## src/design/assert_macros.svh

```systemverilog
// Assertion helpers for the RTL.
`ifndef ASSERT_MACROS_SVH
`define ASSERT_MACROS_SVH

// Same-cycle implication, disabled while reset is asserted.
`define ASSERT_IMP(lbl, clk, rst_n, ante, cons) \
  lbl: assert property (@(posedge clk) disable iff (!rst_n) (ante) |-> (cons)) \
    else $error("assertion failed: same-cycle implication");

// Next-cycle implication, disabled while reset is asserted.
`define ASSERT_NXT(lbl, clk, rst_n, ante, cons) \
  lbl: assert property (@(posedge clk) disable iff (!rst_n) (ante) |=> (cons)) \
    else $error("assertion failed: next-cycle implication");

`endif

```

## src/design/lkvc_pkg.sv

```systemverilog
`timescale 1ns / 1ps

package lkvc_pkg;

  localparam int VALUE_BITS = 32;

  localparam logic [VALUE_BITS-1:0] MISS_VALUE = '1;
  localparam logic [VALUE_BITS-1:0] PUT_VALUE  = '0;

  typedef enum logic {
    ACT_GET = 1'b0,
    ACT_PUT = 1'b1
  } action_t;

  // Update command broadcast from the controller to every cell.
  typedef struct packed {
    logic upd;     // apply the update this cycle
    logic is_put;  // item is a put
    logic hit;     // some cell matched the key
    logic full;    // every cell holds a valid entry
  } lkvc_ctrl_t;

endpackage

```

## src/design/lru_key_value_cache_core.sv

```systemverilog
`timescale 1ns / 1ps
// Fully associative LRU key/value store built as a row of ENTRIES cells.
// Input channel: an item (in_action, in_key, in_put_value) transfers at a
//   rising edge with start high and busy low. Only the low KEY_BITS bits of
//   in_key are compared and stored.
// Result channel: exactly one result per item, shown on out_hit,
//   out_read_value and out_evicted for one cycle while out_strobe is high.
//   The receiver cannot stall; each result must be taken in that cycle.
// Timing: at the accept edge every cell compares its key with in_key. In
//   the next cycle (busy high) the matches are reduced, each cell updates
//   its recency rank and the fill/evict chain picks a slot; the result
//   strobes in the cycle after that. Busy keeps a new item out during the
//   update cycle, set by the compare-then-update pair of each cell; the
//   next item may be accepted while the previous result strobes.
// Reset (rst_n low, synchronous): all slots empty, no item in flight. No
//   clearing pass is needed; keys and values are only read under valid.
module lru_key_value_cache_core #(
  parameter int ENTRIES  = 8,
  parameter int KEY_BITS = 64
) (
  input  logic               clk,
  input  logic               rst_n,
  input  logic               start,
  output logic               busy,
  input  logic               in_action,
  input  logic [63:0]        in_key,
  input  logic signed [31:0] in_put_value,
  output logic               out_strobe,
  output logic               out_hit,
  output logic signed [31:0] out_read_value,
  output logic               out_evicted
);

  localparam int RW = (ENTRIES > 1) ? $clog2(ENTRIES) : 1;
  localparam int VB = lkvc_pkg::VALUE_BITS;

  // Control.
  logic phase_r;       // update cycle of the item in flight
  logic out_strobe_r;
  logic acc;

  // Item held for the update cycle.
  logic                is_put_r;
  logic [KEY_BITS-1:0] key_r;
  logic [VB-1:0]       put_value_r;

  // Result registers.
  logic          hit_r;
  logic [VB-1:0] read_value_r;
  logic          evicted_r;

  // Per-cell taps.
  logic          cell_match [ENTRIES];
  logic [RW-1:0] cell_rank  [ENTRIES];
  logic [VB-1:0] cell_value [ENTRIES];
  logic          free_chain [ENTRIES];  // free_chain[i]: some cell 0..i is free
  logic          cell_free_in [ENTRIES];

  logic               any_hit;
  logic [ENTRIES-1:0] match_vec;
  logic [RW-1:0]      hit_rank;
  logic [VB-1:0]      hit_value;
  logic               full;
  lkvc_pkg::lkvc_ctrl_t ctrl;

  assign acc  = start && !phase_r;
  assign busy = phase_r;
  // The end of the free chain tells whether any cell is still empty.
  assign full = !free_chain[ENTRIES-1];

  // Matches are one-hot, so a masked OR selects the hit cell's rank and value.
  always_comb begin
    any_hit   = 1'b0;
    match_vec = '0;
    hit_rank  = '0;
    hit_value = '0;
    for (int i = 0; i < ENTRIES; i++) begin
      any_hit      = any_hit | cell_match[i];
      match_vec[i] = cell_match[i];
      hit_rank     = hit_rank | (cell_rank[i] & {RW{cell_match[i]}});
      hit_value    = hit_value | (cell_value[i] & {VB{cell_match[i]}});
    end
  end

  always_comb begin
    ctrl.upd    = phase_r;
    ctrl.is_put = is_put_r;
    ctrl.hit    = any_hit;
    ctrl.full   = full;
  end

  genvar g;
  generate
    for (g = 0; g < ENTRIES; g++) begin : g_cell
      if (g == 0) begin : g_head
        assign cell_free_in[g] = 1'b0;
      end else begin : g_link
        assign cell_free_in[g] = free_chain[g-1];
      end

      lkvc_cell #(
        .KEY_BITS  (KEY_BITS),
        .RANK_BITS (RW),
        .LAST_RANK (ENTRIES - 1)
      ) u_cell (
        .clk      (clk),
        .rst_n    (rst_n),
        .acc      (acc),
        .cmp_key  (in_key[KEY_BITS-1:0]),
        .wr_key   (key_r),
        .wr_value (put_value_r),
        .ctrl     (ctrl),
        .hit_rank (hit_rank),
        .free_in  (cell_free_in[g]),
        .free_out (free_chain[g]),
        .match    (cell_match[g]),
        .rank     (cell_rank[g]),
        .value    (cell_value[g])
      );
    end
  endgenerate

  always_ff @(posedge clk) begin
    if (!rst_n) begin
      phase_r      <= 1'b0;
      out_strobe_r <= 1'b0;
    end else begin
      phase_r      <= acc;
      out_strobe_r <= phase_r;
    end
  end

  always_ff @(posedge clk) begin
    if (acc) begin
      is_put_r    <= (lkvc_pkg::action_t'(in_action) == lkvc_pkg::ACT_PUT);
      key_r       <= in_key[KEY_BITS-1:0];
      put_value_r <= in_put_value;
    end
    if (phase_r) begin
      hit_r <= any_hit;
      if (is_put_r) begin
        read_value_r <= lkvc_pkg::PUT_VALUE;
      end else begin
        read_value_r <= any_hit ? hit_value : lkvc_pkg::MISS_VALUE;
      end
      evicted_r <= is_put_r && !any_hit && full;
    end
  end

  assign out_strobe     = out_strobe_r;
  assign out_hit        = hit_r;
  assign out_read_value = read_value_r;
  assign out_evicted    = evicted_r;

`include "assert_macros.svh"

  // An accepted item goes straight to its update cycle, then to its result.
  `ASSERT_NXT(a_acc_to_upd, clk, rst_n, start && !busy, busy)
  `ASSERT_NXT(a_upd_to_out, clk, rst_n, busy, out_strobe && !busy)
  // Eviction only happens on a put of a new key.
  `ASSERT_IMP(a_evict_miss, clk, rst_n, out_strobe && out_evicted,
              !out_hit && out_read_value == 32'sd0)
  // At most one cell can match a key.
  `ASSERT_IMP(a_match_onehot, clk, rst_n, busy, $onehot0(match_vec))

endmodule

```

## src/design/lkvc_cell.sv

```systemverilog
`timescale 1ns / 1ps

module lkvc_cell #(
  parameter int KEY_BITS  = 64,
  parameter int RANK_BITS = 3,
  parameter int LAST_RANK = 7
) (
  input  logic                          clk,
  input  logic                          rst_n,
  input  logic                          acc,
  input  logic [KEY_BITS-1:0]           cmp_key,
  input  logic [KEY_BITS-1:0]           wr_key,
  input  logic [lkvc_pkg::VALUE_BITS-1:0] wr_value,
  input  lkvc_pkg::lkvc_ctrl_t          ctrl,
  input  logic [RANK_BITS-1:0]          hit_rank,
  input  logic                          free_in,
  output logic                          free_out,
  output logic                          match,
  output logic [RANK_BITS-1:0]          rank,
  output logic [lkvc_pkg::VALUE_BITS-1:0] value
);

  logic                            valid_r;
  logic [RANK_BITS-1:0]            rank_r;
  logic                            match_r;
  logic [KEY_BITS-1:0]             key_r;
  logic [lkvc_pkg::VALUE_BITS-1:0] value_r;
  logic                            target;

  // Lowest free cell takes a new key; in a full row the oldest one does.
  assign target   = ctrl.full ? (rank_r == RANK_BITS'(LAST_RANK)) : (!valid_r && !free_in);
  assign free_out = free_in || !valid_r;
  assign match    = match_r;
  assign rank     = rank_r;
  assign value    = value_r;

  always_ff @(posedge clk) begin
    if (!rst_n) begin
      valid_r <= 1'b0;
      rank_r  <= '0;
      match_r <= 1'b0;
    end else begin
      if (acc) begin
        match_r <= valid_r && (key_r == cmp_key);
      end
      if (ctrl.upd) begin
        if (ctrl.hit) begin
          if (match_r) begin
            rank_r <= '0;
          end else if (valid_r && (rank_r < hit_rank)) begin
            rank_r <= rank_r + RANK_BITS'(1);
          end
        end else if (ctrl.is_put) begin
          if (target) begin
            valid_r <= 1'b1;
            rank_r  <= '0;
          end else if (valid_r) begin
            rank_r <= rank_r + RANK_BITS'(1);
          end
        end
      end
    end
  end

  always_ff @(posedge clk) begin
    if (ctrl.upd && ctrl.is_put && (ctrl.hit ? match_r : target)) begin
      value_r <= wr_value;
      if (!ctrl.hit) begin
        key_r <= wr_key;
      end
    end
  end

endmodule
```

## config.mk

```make
export PLATFORM = sky130hd
export DESIGN_NAME = lru_key_value_cache_core
export DESIGN_NICKNAME = d
export VERILOG_FILES = /design/src/design/lkvc_pkg.sv /design/src/design/lru_key_value_cache_core.sv /design/src/design/lkvc_cell.sv
export VERILOG_INCLUDE_DIRS = /design/src /design/src/design
export SDC_FILE = /design/constraint.sdc
export NUM_CORES = 1
export LEC_CHECK = 0
export BUFFER_PORTS_ARGS = -buffer_cell sky130_fd_sc_hd__buf_2
export CAP_MARGIN = 20
export CORE_MARGIN = 1.5
export CORE_UTILIZATION = 38
export DETAILED_ROUTE_END_ITERATION = 8
export SYNTH_ARGS = -nofsm -noshare
export SYNTH_HDL_FRONTEND = slang
export SYNTH_SLANG_ARGS = --single-unit
```

## constraint.sdc

```tcl
create_clock -name clk -period 14 [get_ports clk]
set_input_delay 1.4 -clock clk [delete_from_list [all_inputs] [get_ports clk]]
set_output_delay 1.4 -clock clk [all_outputs]
set_load 0.02 [all_outputs]
```

Yosys cells after proc, flatten, opt, wreduce, memory -nomap -nowiden
Cells that the tools add are included.

Output and inout port bits: 36. Register bits after elaboration: 941.

Multiplexer cells: 65. Reduce and logical (&&, ||, !) cells: 92. Bitwise gates (word level): 38. Order comparisons: 8. Add/subtract/negate cells: 8. Equality and inequality tests: 24.

Operators by type and width (number): $eq 64x64->1 (8); $and 32x32->32 (8); $or 32x32->32 (7); $mux 3 (48); $reduce_and 4->1 (16); $logic_and 1x1->1 (35); $mux 32 (1); $add 3x1->3 const B (8); $and 3x3->3 (8); $eq 3x3->1 const B (8); $lt 3x3->1 (8); $ne 3x1->1 const B (8); $reduce_bool 3->1 (8); $or 3x3->3 (7); $logic_not 1->1 (17); $mux 1 (16); $reduce_and 2->1 (8); $logic_or 1x1->1 (7); $or 1x1->1 (7); $reduce_bool 2->1 (1); $not 1->1 (1).

Logic depth before layout (Yosys ltp)
Gate-level depths: netlist of the first run.

Word-level depth: 13. Gate-level depth with buffers: 9.

By module
A second synthesis of the first run with hierarchy kept.

Cell total of the unflattened synthesis: 2168. Area total of the unflattened synthesis: 37328.3 sq um.

Modules (own cells, without submodules): lkvc_cell at g_cell[2].u_cell ... (times used 6, area an instance 3941.3 sq um, cells an instance 223); lkvc_cell at g_cell[0].u_cell ... (times used 2, area an instance 3980.1 sq um, cells an instance 237); lru_key_value_cache_core (times used 1, area an instance 5720.5 sq um, cells an instance 356).

Worst setup path after synthesis of the first run
Ideal clock, no wire load.

Path type: register -> register. Start point: register phase_r (netlist: busy). End point: register g_cell[7].u_cell.value_r (netlist bit g_cell[7].u_cell.value[0]), enable pin. Cell stages (with the launch flop): 5. Path buffers: 1. Path slack: 6538 ps. Arrival time: 7086 ps. Cells stage by stage: dfxtp_1 > clkbuf_1 > nand3_1 > nor3_1 > a31o_2.

Word-level cells in the longest chain between the ends: 2.

RTL lines: from (decl) (RTL line lru_key_value_cache_core.sv:38) `logic phase_r;`; from (signal assigned) (RTL line lru_key_value_cache_core.sv:125) `phase_r <= 1'b0;`; from (signal assigned) (RTL line lru_key_value_cache_core.sv:128) `phase_r <= acc;`; $logic_and 1x1->1 (2 in a row) (RTL line lkvc_cell.sv:66) `if (ctrl.upd && ctrl.is_put && (ctrl.hit ? match_r : target)) begin`; to (signal assigned) (RTL line lkvc_cell.sv:67) `value_r <= wr_value;`; to (decl) (RTL line lkvc_cell.sv:27) `logic [lkvc_pkg::VALUE_BITS-1:0] value_r;`.

Every way passes these cells. A chain may end at the register's enable or synchronous reset.

Final worst setup path of the first run
Start point: register g_cell[1].u_cell.match_r. End point: register g_cell[1].u_cell.key_r[47], enable pin.

Word-level cells in the longest chain between the ends: 10.

RTL lines: from (decl) (RTL line lkvc_cell.sv:25) `logic match_r;`; from (signal assigned) (RTL line lkvc_cell.sv:44) `match_r <= valid_r && (key_r == cmp_key);`; $or 1x1->1 (7 in a row) (RTL line lru_key_value_cache_core.sv:78) `any_hit = any_hit | cell_match[i];`; $mux 1 (RTL line lkvc_cell.sv:66); $logic_and 1x1->1 (RTL line lkvc_cell.sv:66); $reduce_and 2->1 (no source line) *; to (signal assigned) (RTL line lkvc_cell.sv:69) `key_r <= wr_key;`; to (decl) (RTL line lkvc_cell.sv:26) `logic [KEY_BITS-1:0] key_r;`.

Every way passes the cells marked *; elsewhere a longest branch is shown, timed or not.

==> flow_summary_export.csv, run 1 <==
group,metric,value,unit
global_route,gr-usage-all-layers,21.4,%
global_route,grt_antenna_before_repair,7,
cts,cell_at_the_root_of_the_clock_tree,"clkbuf_16",
yosys,synth_flop_cell,"edfxtp_1",
cts,worst_setup_hold_path_clk_slew,0.06,ns
yosys,synthAdderAreaFrac,0.569,%
power_and_ir_drop,cellLeakagePower,0.0134,uW
layout,num-fill-cells,8395,
sta,worst_slew_margin_rel,21.9,%
cts,clk_path_buf_depth,3,
setup_path,worst_r2r_path_depth,5,
job,cap_violations,0,
power_and_ir_drop,power.density_cell_area,140,nW/um^2
cts,number_of_sinks_on_the_clock_net,941,
cts,tritoncts_clock_tree,"done",
placement,place_congestion,0.897,
hold_path,min-delay-start,"g_cell[4].u_cell.rank[0]",
yosys,synth_area,37000,sq um
setup_path,worstSetupPathType,"reg -> reg",
setup_path,critical_path_peak_fanout,40,
layout,num-nets-final,2432,
yosys,synth_seq_area_share,75.3,%
cts,cts_setup_buffers,0,
yosys,synth.avg_cell_area,17.0,sq um
sta,worst_pin_slew,1.17,ns
yosys,synth-compound-area-share,5.50,%
setup_path,worst-endpoint-arrival,4.01,ns
sta,unrepaired_setup_endpoints_after_global_routing,"false",
hold_path,worst_hold_path_type,"reg -> reg",
yosys,synthesized_area_fraction_occupied_by_and_or_nand_nor_cells,4.66,%
yosys,ys_ff_latch,941,
cts,cts_buffers,97,
sta,timing_max_transition_violations_final,0,
yosys,synthesized_area_fraction_occupied_by_xor_and_xnor_cells,12.1,%
global_route,grt_start_max_net_pins,71,
route,drt-wirelength-per-cell,29.1,um
yosys,synth_edf_count,899,
sta,final_hold_viol_count,0,
global_route,grt_pass1_vias,19900,
route,detail_route.iter0.violations,2232,
yosys,yosys.area.top_type,"edfxtp_1",
yosys,synth_top_family_by_area,"XOR/XNOR gates",
yosys,syn-num-nets,2289,
route,drcViolationCount,0,
setup_path,critical_path.startpoint_type,"flop",
route,drt_first_pass_iters,7,
cts,post_cts_resize_count,0,
route,dr_total_vias,20400,
floorplanning,design.die.area,99200,sq um
sta,setup_tns,0,ns
global_route,gr-total-overflow,0,
outcome,run_status,"finished, final reports clean",
placement,buffer_ports.inserted,135,
yosys,synth.area.top_cells,"edfxtp_1, xnor2_1, xor2_1",
route,final_antenna_net_count,0,
global_route,grt_pass1_wl,150000,um
floorplanning,fp.dieW,315,um
route,detail_route.wirelength,107000,um
floorplanning,placementRows,114,
power_and_ir_drop,ir_drop,107,uV
sta,fin_crit_sh,26.4,%
layout,flow.area_growth_from_synthesis,14.5,%
sta,fin_ws,10.31,ns
power_and_ir_drop,report.power.total,5900,uW
hold_path,min_to,"g_cell[4].u_cell.rank[0]",
yosys,synth.lib_cells_used.distinct,62,
setup_path,cp_data_required_time,14.32,ns
floorplanning,ioPinCount,136,
floorplanning,initial_utilization,38.3,%
hold_path,min_path_cells,1,
sta,setup_viol,0,
setup_path,r2r_end,"g_cell[1].u_cell.key_r[47]",
setup_path,reg2reg_slack,10.31,ns
cts,clock_insertion_delay_worst_skew,0.69,ns
route,number_of_vias_per_cell,5.56,
cts,cts_max_level,3,
placement,place_worst_setup_slack,9.75,ns
floorplanning,coreArea,96600,sq um
sta,final_skew,0.0522,ns
setup_path,setup.worst_path.end_class,"flop",
sta,max_fclk,271,MHz
setup_path,critical_path.reg2reg.startpoint,"g_cell[1].u_cell.match",
layout,post_route_cells_drive_above_1_share,13.8,%
sta,final_period_minus_worst_setup_slack,3.69,ns
yosys,synth_top_area_share,73.0,%
cts,hold_buffers,0,
yosys,synth_mux_area_share,0.433,%
yosys,yosys_warns,0,
placement,place.detailed.hpwl,67600,um
yosys,async_flop_share,0,%
yosys,syn-instance-count,2173,
floorplanning,die_y,315,um
## sequential cells by signal, summed over array words and instances (netlist names)
register               flops
g_cell.u_cell.value      256
g_cell.u_cell.rank        24
put_value_r               32
g_cell.u_cell.key_r      512
out_strobe                 1
out_hit                    1
out_read_value            32
out_evicted                1
g_cell.u_cell.valid_r      8
g_cell.u_cell.match        8
key_r                     64
busy                       1
is_put_r                   1
## layer usage
metal	global-route usage [%]	up-vias	part of all wire [%]
li1	-	8700	-
met1	29.3	10600	41
met2	34.9	916	48
met3	3.25	165	7.3
met4	7.32	10	3.3
met5	0	-	0.062
## layout by cell type (no fill, tap or decap), drive strengths merged, types with 4 or more instances in the layout
master    count
o31ai         5
clkinv       39
a211oi        4
dfxtp        42
o21ai        13
nor2b        11
edfxtp      899
a31oi        35
a32oi         8
nor3         13
o22ai         5
ha           16
nand4        77
clkbuf      122
mux2i        16
inv          14
nand2        37
nor2         22
a21oi        13
and2          7
a32o          5
xor2        256
a22o         69
a221oi       64
xnor2       256
a22oi         8
bufinv        7
buf         168
o21a          8
clkinvlp      4
and3          5
nand3        27
nor4         83
## cell families after synthesis
group,count (synthesis)
buffers and inverters,134
XOR/XNOR,512
AND/OR/NAND/NOR,296
multiplexers,16
AO/OA/AOI/OAI,257
flip-flops,941
adder cells (fa/ha/maj),17
## where the power goes
| group | leakage, uW | switching [uW] | internal (uW) |
|---|---|---|---|
| Combinational | 0.00339 | 151 | 63.5 |
| Sequential | 0.00851 | 50.9 | 3120 |
| Clock | 0.00148 | 1100 | 1420 |
## Yosys cell counts, drive strengths merged, types with 22 or more instances
library cell,instances
edfxtp,899
xnor2,256
xor2,256
clkbuf,101
nor4,83
nand4,77
a22o,69
a221oi,64
dfxtp,42
nand2,37
a31oi,35
nand3,27
buf,23
nor2,22
## metrics by stage
step / hold slack (ns) / instances / util, % / instance area [sq um]
2_1_floorplan: 0.452 / 2173 / - / 37000
3_3_place_gp: 0.474 / 3482 / 40.4 / 39000
3_5_place_dp: 0.487 / 3490 / 40.6 / 39200
4_1_cts: 0.501 / 3666 / 43.8 / 42200
5_1_grt: 0.543 / 3669 / 43.8 / 42300
6_report: 0.501 / 3670 / 43.8 / 42300
## cell type report
type / count / area [sq um] / area share, %
Clock buffer: 122 / 2530 / 5.98
Sequential cell: 941 / 27800 / 65.8
Clock inverter: 54 / 557 / 1.32
Multi-Input combinational cell: 1098 / 8710 / 20.6
Timing Repair Buffer: 168 / 1020 / 2.42
Tap cell: 1276 / 1600 / 3.77
Antenna cell: 1 / 2.50 / 0.00591
Inverter: 10 / 42.5 / 0.101
## how the worst max path moves through the flow
| stage | startpoint | end | slack [ns] | cells after the start |
|---|---|---|---|---|
| 2_1_floorplan | busy | g_cell[7].u_cell.value[0] | 6.54 | 4 |
| 3_3_place_gp | in_key[61] | g_cell[5].u_cell.match | 9.71 | 7 |
| 3_5_place_dp | in_key[61] | g_cell[5].u_cell.match | 9.75 | 7 |
| 4_1_cts | g_cell[1].u_cell.match | g_cell[1].u_cell.key_r[60] | 10.25 | 5 |
| 5_1_grt | g_cell[1].u_cell.match | g_cell[1].u_cell.key_r[2] | 10.15 | 5 |
| 6_report | g_cell[1].u_cell.match | g_cell[1].u_cell.key_r[47] | 10.31 | 5 |
## worst max-delay path, stage by stage (launching register included)
cell	delay [ns]
dfxtp_2	0.32
or4_4	0.59
nor2_8	0.33
nand3_1	0.42
nor2_4	0.92
buf_4	0.69
Note: power is estimated with default switching activity, not from simulation.
==> run 2: changes to the inputs <==
clock period = 3.9 ns   (was 14 ns; I/O delays follow)
==> flow_summary_export.csv, run 2 (same netlist as run 1, synthesis figures left out) <==
group,metric,value,unit
power_and_ir_drop,seq_power_share,53.9,%
layout,multi_input_gate_area,8720,sq um
layout,register_area,27800,sq um
outcome,run_status,"finished, final reports clean",
route,drcViolationCount,0,
layout,num-fill-cells,8245,
sta,fin_crit_sh,78.4,%
route,met3_wirelength,8040,um
floorplanning,placementRows,114,
route,drt_first_pass_iters,5,
power_and_ir_drop,power.density_cell_area,494,nW/um^2
cts,worst_setup_hold_path_clk_slew,0.06,ns
route,detail_route.wirelength,106000,um
route,final_antenna_net_count,0,
layout,largest_register,"g_cell.u_cell.key_r",
setup_path,cp_data_required_time,4.24,ns
cts,cts_buffers,98,
setup_path,path_buf_inv,3,
cts,clk_path_buf_depth,3,
power_and_ir_drop,switching_share,22.0,%
sta,final_period_minus_worst_setup_slack,3.06,ns
power_and_ir_drop,combPwrFrac,3.7,%
placement,buffer_ports.inserted,135,
layout,top_library_cells_by_usage_in_the_layout_fill_and_taps_aside,"edfxtp_1, xnor2_1, xor2_1",
cts,number_of_sinks_on_the_clock_net,941,
floorplanning,fp.dieW,315,um
floorplanning,initial_utilization,38.3,%
route,dr_total_vias,20500,
cts,cts_max_level,3,
route,top_layer_used,"met5",
sta,worst_pin_slew,1.20,ns
route,drt-wirelength-per-cell,28.5,um
sta,final_hold_viol_count,0,
layout,largest_register_ffs,512,
power_and_ir_drop,cellLeakagePower,0.0137,uW
sta,setup_viol,0,
sta,unrepaired_setup_endpoints_after_global_routing,"false",
global_route,gr-total-overflow,0,
setup_path,setup.worst_path.end_class,"flop",
route,met2_wirelength,51400,um
sta,worst_slew_margin_rel,19.6,%
global_route,gr-usage-all-layers,21.3,%
power_and_ir_drop,cellInternalPower,16500,uW
layout,layout_commonest_cell,"edfxtp_1",
power_and_ir_drop,pwr-share-clk,42.3,%
placement,place_congestion,0.867,
route,detail_route.iter0.violations,2307,
setup_path,crit_slowest_cell,"or4_4",
global_route,grt_start_max_net_pins,66,
cts,cell_at_the_root_of_the_clock_tree,"clkbuf_16",
sta,final_skew,0.0533,ns
global_route,grt_antenna_before_repair,9,
global_route,grt_pass1_vias,20200,
hold_path,worst_hold_path_type,"in -> reg",
sta,setup_tns,0,ns
job,cap_violations,0,
cts,cts_setup_buffers,0,
cts,post_cts_resize_count,0,
placement,place.detailed.hpwl,67800,um
setup_path,critical_path.startpoint_type,"flop",
setup_path,critPathMaxStageDelay,0.57,ns
sta,fin_hold_ws,0.0952,ns
power_and_ir_drop,ir_drop,387,uV
route,number_of_vias_per_cell,5.50,
sta,timing_max_transition_violations_final,0,
cts,tritoncts_clock_tree,"done",
global_route,grt_pass1_wl,149000,um
floorplanning,design.die.area,99200,sq um
layout,num-nets-final,2488,
setup_path,worstSetupPathType,"reg -> reg",
cts,clock_insertion_delay_worst_skew,0.70,ns
setup_path,critical_path_peak_fanout,40,
route,routedLengthMet1,43400,um
sta,max_fclk,327,MHz
layout,post_route_cells_drive_above_1_share,14.7,%
setup_path,worst-endpoint-arrival,3.40,ns
floorplanning,die_y,315,um
setup_path,family_of_cells_with_the_greatest_summed_delay_on_the_critical_path,"simple AND/OR/NAND/NOR gates",
setup_path,critical_path.cell_chain,"or4_4, nor2_8, inv_2, buf_4, a21oi_1, a21oi_1, nor2_4, buf_4",
power_and_ir_drop,switching_power_total,4660,uW
floorplanning,coreArea,96600,sq um
floorplanning,ioPinCount,136,
layout,flow.area_growth_from_synthesis,16.0,%
==> run 2: power by group through the flow <==
stage / sequential, uW / combinational (uW) / clock (uW)
after detailed placement: 11600 / 762 / 0
after CTS: 11400 / 793 / 9070
after global routing: 11400 / 831 / 9450
after global placement: 11600 / 757 / 0
final: 11400 / 791 / 8960
after floorplan: 11500 / 406 / 0
==> run 2: stage by stage <==
step / total power [uW] / instances / instance area [sq um] / setup WS, ns / util, %
2_1_floorplan: 11900 / 2173 / 37000 / -0.220 / -
3_3_place_gp: 12400 / 3515 / 39400 / 0.841 / 40.9
3_5_place_dp: 12400 / 3515 / 39400 / 0.842 / 40.9
4_1_cts: 21300 / 3728 / 42900 / 0.797 / 44.4
5_1_grt: 21700 / 3729 / 42900 / 0.729 / 44.4
6_report: 21200 / 3730 / 42900 / 0.844 / 44.4
==> run 2: cell type report <==
class | count | share of cell area, %
clock inverter | 53 | 1.09
timing repair buffer | 223 | 3.66
inverter | 10 | 0.0992
multi-input combinational | 1098 | 20.3
tap | 1276 | 3.72
sequential | 941 | 65.0
clock buffer | 127 | 6.12
antenna | 2 | 0.0117
==> run 2: repair_timing <==
item	in CTS	in global routing
endpoints found under the hold margin	33	0
hold buffers	33	0
endpoints found under the setup margin	0	0
==> run 2: final timing paths <==
kind	start	end	slack (ns)	depth (start not counted)
worst min-delay path	in_key[36]	key_r[36]	0.1	1
worst min register to register	g_cell[4].u_cell.rank[0]	g_cell[4].u_cell.rank[0]	0.52	1
worst max-delay path	g_cell[3].u_cell.match	g_cell[5].u_cell.value[2]	0.84	8
worst max register to register	g_cell[3].u_cell.match	g_cell[5].u_cell.value[2]	0.84	8
==> run 2: layer usage <==
| layer | track usage (%) | up-vias |
|---|---|---|
| li1 | - | 8797 |
| met1 | 28.6 | 10700 |
| met2 | 35.0 | 875 |
| met3 | 3.87 | 152 |
| met4 | 7.32 | 8 |
| met5 | 0 | - |
